$ cat config.mk
export PLATFORM = sky130hd
export DESIGN_NAME = mdc_dir_pick
export DESIGN_NICKNAME = d
export VERILOG_FILES = /design/src/maze_dfs_carver_unit_assert.svh /design/src/mdc_pkg.sv /design/src/mdc_dir_pick.sv
export SDC_FILE = /design/constraint.sdc
export NUM_CORES = 1
export LEC_CHECK = 0
export ABC_AREA = 0
export BUFFER_PORTS_ARGS = -buffer_cell sky130_fd_sc_hd__buf_2
export CELL_PAD_IN_SITES_DETAIL_PLACEMENT = 1
export CELL_PAD_IN_SITES_GLOBAL_PLACEMENT = 1
export CORE_UTILIZATION = 41
export DETAILED_ROUTE_END_ITERATION = 8
export PLACE_DENSITY_LB_ADDON = 0.12
export SYNTH_ARGS = -nofsm -noshare
export SYNTH_HDL_FRONTEND = slang
export SYNTH_SLANG_ARGS = --single-unit
$ cat constraint.sdc
create_clock -name vclk -period 5.8
set_input_delay 1.16 -clock vclk [all_inputs]
set_output_delay 1.16 -clock vclk [all_outputs]
set_load 0.03 [all_outputs]
$ cat src/maze_dfs_carver_unit_assert.svh
// assertion helpers included by the carver rtl
`ifndef MAZE_DFS_CARVER_UNIT_ASSERT_SVH
`define MAZE_DFS_CARVER_UNIT_ASSERT_SVH

// checked only while out of reset
`define MDC_ASSERT(label, clk, rst_n, prop, msg) \
  label: assert property (@(posedge clk) disable iff (!rst_n) prop) else $error(msg);

// checked at every edge, reset included
`define MDC_ASSERT_ALWAYS(label, clk, prop, msg) \
  label: assert property (@(posedge clk) prop) else $error(msg);

`endif

$ cat src/mdc_pkg.sv
package mdc_pkg;

  localparam int unsigned MAX_COLS_DEF = 32;
  localparam int unsigned MAX_ROWS_DEF = 32;

  localparam int unsigned GridW    = 6;
  localparam int unsigned CoordW   = 5;
  localparam int unsigned RandW    = 8;
  localparam int unsigned CfgIdxW  = 2;
  localparam int unsigned CfgDataW = 6;

  localparam logic [CfgIdxW-1:0] REG_GRID_COLS = 2'd0;
  localparam logic [CfgIdxW-1:0] REG_GRID_ROWS = 2'd1;
  localparam logic [CfgIdxW-1:0] REG_START_COL = 2'd2;
  localparam logic [CfgIdxW-1:0] REG_START_ROW = 2'd3;

  typedef logic [1:0] dir_t;

  localparam dir_t DIR_NORTH = 2'd0;
  localparam dir_t DIR_EAST  = 2'd1;
  localparam dir_t DIR_SOUTH = 2'd2;
  localparam dir_t DIR_WEST  = 2'd3;

  typedef struct packed {
    logic found;
    dir_t dir;
  } pick_t;

endpackage

$ cat src/mdc_dir_pick.sv
module mdc_dir_pick (
  input  logic [3:0]               cand_mask_i,
  input  logic [mdc_pkg::RandW-1:0] rand_pick_i,
  output mdc_pkg::pick_t           pick_o
);

  import mdc_pkg::*;

  logic [2:0] cand_cnt;
  logic [1:0] sel;
  logic [2:0] seen;

  // base-4 digit sum, since 4 is 1 mod 3
  function automatic logic [1:0] mod3(input logic [RandW-1:0] v);
    logic [3:0] s;
    s = 4'(v[1:0]) + 4'(v[3:2]) + 4'(v[5:4]) + 4'(v[7:6]);
    if (s >= 4'd9) s = s - 4'd9;
    if (s >= 4'd6) s = s - 4'd6;
    if (s >= 4'd3) s = s - 4'd3;
    return s[1:0];
  endfunction

  assign cand_cnt = 3'($countones(cand_mask_i));

  always_comb begin
    case (cand_cnt)
      3'd2:    sel = {1'b0, rand_pick_i[0]};
      3'd3:    sel = mod3(rand_pick_i);
      3'd4:    sel = rand_pick_i[1:0];
      default: sel = 2'd0;
    endcase
  end

  // walk the mask in n, e, s, w order to the selected candidate
  always_comb begin
    seen         = 3'd0;
    pick_o.found = |cand_mask_i;
    pick_o.dir   = DIR_NORTH;
    for (int d = 0; d < 4; d++) begin
      if (cand_mask_i[d]) begin
        if (seen == {1'b0, sel}) pick_o.dir = dir_t'(d);
        seen = seen + 3'd1;
      end
    end
  end

endmodule
==> impl_metrics.yaml <==
power_and_ir_drop:
  peakVddDrop_v: 0.000230
  leakage_nw: 0.484
  powerDensity_nw_per_um2: 328
final_layout:
  area_growth_pct: 37.5
  nFlopsAndLatches: 0
  nClkBuffers: 0
  finalInstanceArea_um2: 1120
  drive_above_1_share: 0.492
  diodes: 0
  final_net_count: 151
  area.sequential_um2: 0
  fillers: 224
  final_cells: 147
synth:
  syn_area_um2: 815
  synth-xor-area-share: 0.0722
  synth-simple-area-share: 0.281
  synth_nets: 118
  synth_top_family_by_area: "simple AND/OR/NAND/NOR gates"
  synthCells: 91
  seq_area_frac_synth: 0
  yosys_warnings: 0
  muxShareOfSynthArea: 0.0246
  synthAdderAreaFrac: 0.276
  synth_compound_area_frac: 0.275
  avgSynthCellArea_um2: 8.95
  yosysUniqueCellTypes: 47
setup_path:
  cp.arrival_ns: 5.43
  cp.required_ns: 4.64
  cp-end-kind: "output port"
  start_kind: "primary input"
  critical_path_class: "primary input to output port"
  crit_fanout: 5
sta:
  finalWorstSetupSlack_ns: -0.794
  fin_hold_ws_ns: 2.72
  max_freq_ghz: 0.152
  setup_viol: 2
  rsz0062_at_grt: "yes"
  min_period_over_period: 1.14
  maxSlewHeadroom: 0.733
  hold_violations: 0
  slew_violations: 0
  finalCriticalPeriod_ns: 6.59
  tightest_slew_ns: 0.398
route:
  wl_um: 2280
  dr.pass1.iters: 4
  routed-via-count: 800
  drt_iter0_drc: 8
  avgViaCountPerCell: 5.44
  ant_nets: 0
  wl_per_cell_um: 15.5
  drc: 0
global_route:
  grt_pass1_vias: 857
  grt_pass1_wl_um: 3730
  antenna_found_initial: 0
  grt.overflow.total: 0
  grt_max_degree: 13
  grt_use_total: 0.234
worst_hold_path:
  min_from: "cand_mask_i[3]"
  hold_path_end: "pick_o[0]"
  hp-class: "primary input to output port"
  whs_path_depth: 4
outcome:
  violations: "negative setup slack"
  status: "finished, violations left"
die:
  chipWidth_um: 46.6
  io_pins: 15
  initial_core_util: 0.452
  rows: 15
  die_h_um: 46.6
  dieArea_um2: 2170
  core_area_um2: 1800
placed_design:
  port_buffers: 15
  routabilityCongestion: 0.737
  place_inst: 146
  dpl_cell_area_um2: 1050
  dpl.hpwl_um: 1950
job:
  maxCapViolations: 0
[power by group]
group          internal (mW)  leakage [nW]  switching, mW
logic                  0.175         0.484          0.192
clock network              0             0              0
registers                  0             0              0
[worst max path at each step]
| stage | slack, ns | from | end |
|---|---|---|---|
| 3_3_place_gp | -0.84 | rand_pick_i[1] | pick_o[0] |
| 4_1_cts | -0.90 | rand_pick_i[5] | pick_o[0] |
| 6_report | -0.79 | rand_pick_i[3] | pick_o[1] |
| 3_5_place_dp | -0.98 | rand_pick_i[1] | pick_o[0] |
| 5_1_grt | -1.03 | rand_pick_i[3] | pick_o[0] |
| 2_1_floorplan | -0.59 | rand_pick_i[1] | pick_o[0] |
[layout by cell type (no fill, tap or decap), types with 2 or more instances in the layout]
| cell type | netlist | final |
|---|---|---|
| fa_1 | 5 | 5 |
| o211ai_1 | 2 | 2 |
| buf_4 | 0 | 19 |
| and3b_2 | 2 | 2 |
| buf_2 | 1 | 12 |
| nand2_1 | 6 | 6 |
| nor2_1 | 8 | 7 |
| inv_2 | 0 | 2 |
| inv_1 | 8 | 6 |
| xnor2_1 | 2 | 2 |
| nand3_1 | 5 | 5 |
| ha_1 | 10 | 8 |
| o21ai_0 | 3 | 3 |
| buf_6 | 2 | 3 |
| nand3b_1 | 2 | 2 |
[metrics by stage]
step / setup TNS (ns) / util / setup slack (ns) / power, mW
final: -1.57 / 0.622 / -0.794 / 0.367
after global routing: -2.04 / 0.622 / -1.03 / 0.398
after CTS: -1.78 / 0.597 / -0.898 / 0.345
after detailed placement: -1.94 / 0.584 / -0.981 / 0.326
after global placement: -1.66 / 0.584 / -0.836 / 0.309
after floorplan: -0.947 / - / -0.591 / 0.226
[Yosys cell counts, types with 2 or more instances]
cell type | n | area [um^2]
and3b_2 | 2 | 20.0
buf_6 | 2 | 22.5
fa_1 | 5 | 100
ha_1 | 10 | 125
inv_1 | 8 | 30.0
mux2i_1 | 2 | 20.0
nand2_1 | 6 | 22.5
nand3_1 | 5 | 25.0
nand3b_1 | 2 | 15.0
nor2_1 | 8 | 30.0
o211ai_1 | 2 | 15.0
o21ai_0 | 3 | 15.0
xnor2_1 | 2 | 17.5
[layout make-up]
type / count / area (um^2) / area share
well taps: 25 / 31.3 / 0.0279
multi-input cells: 80 / 822 / 0.734
inverters: 8 / 30.0 / 0.0268
repair buffers: 34 / 236 / 0.211
[kinds of logic (layout without fill, tap and decap cells)]
kind of cell,after synthesis,after routing
AOI/OAI and AO/OA,21,21
xor gates and xnor gates,5,5
adders and majority gates,15,15
buffers and inverters,11,42
muxes,2,2
and+or+nand+nor,37,37
[metal layers]
metal	global-route usage	up-vias	wire (um)
li1	-	395	-
met1	0.247	392	853
met2	0.508	13	1390
met3	0.00392	0	35
met4	0.0176	0	0
met5	0	-	0
[critical path, stage by stage]
cell and delay, ns:
buf_6 0.09, fa_1 0.51, fa_1 0.59, ha_4 0.13, inv_2 0.03, fa_1 0.45
and3b_2 0.24, nor2_4 0.11, mux2i_4 0.26, o211ai_1 0.12, o21a_1 0.13, o22ai_2 0.12
ha_2 0.22, a41oi_4 0.06, nand3_2 0.12, o32ai_4 0.09, nor3b_4 0.34, xor2_2 0.14
buf_4 0.16, a32o_2 0.22, buf_6 0.13
[what timing repair did]
| item | 4_1_cts | 5_1_grt |
|---|---|---|
| gates resized for setup | 6 | 6 |
| pin swaps | 7 | 8 |
| setup buffers | 0 | 1 |
| setup endpoints to repair | 2 | 2 |
| hold buffers | 0 | 0 |
(Power assumes the default switching activity.)
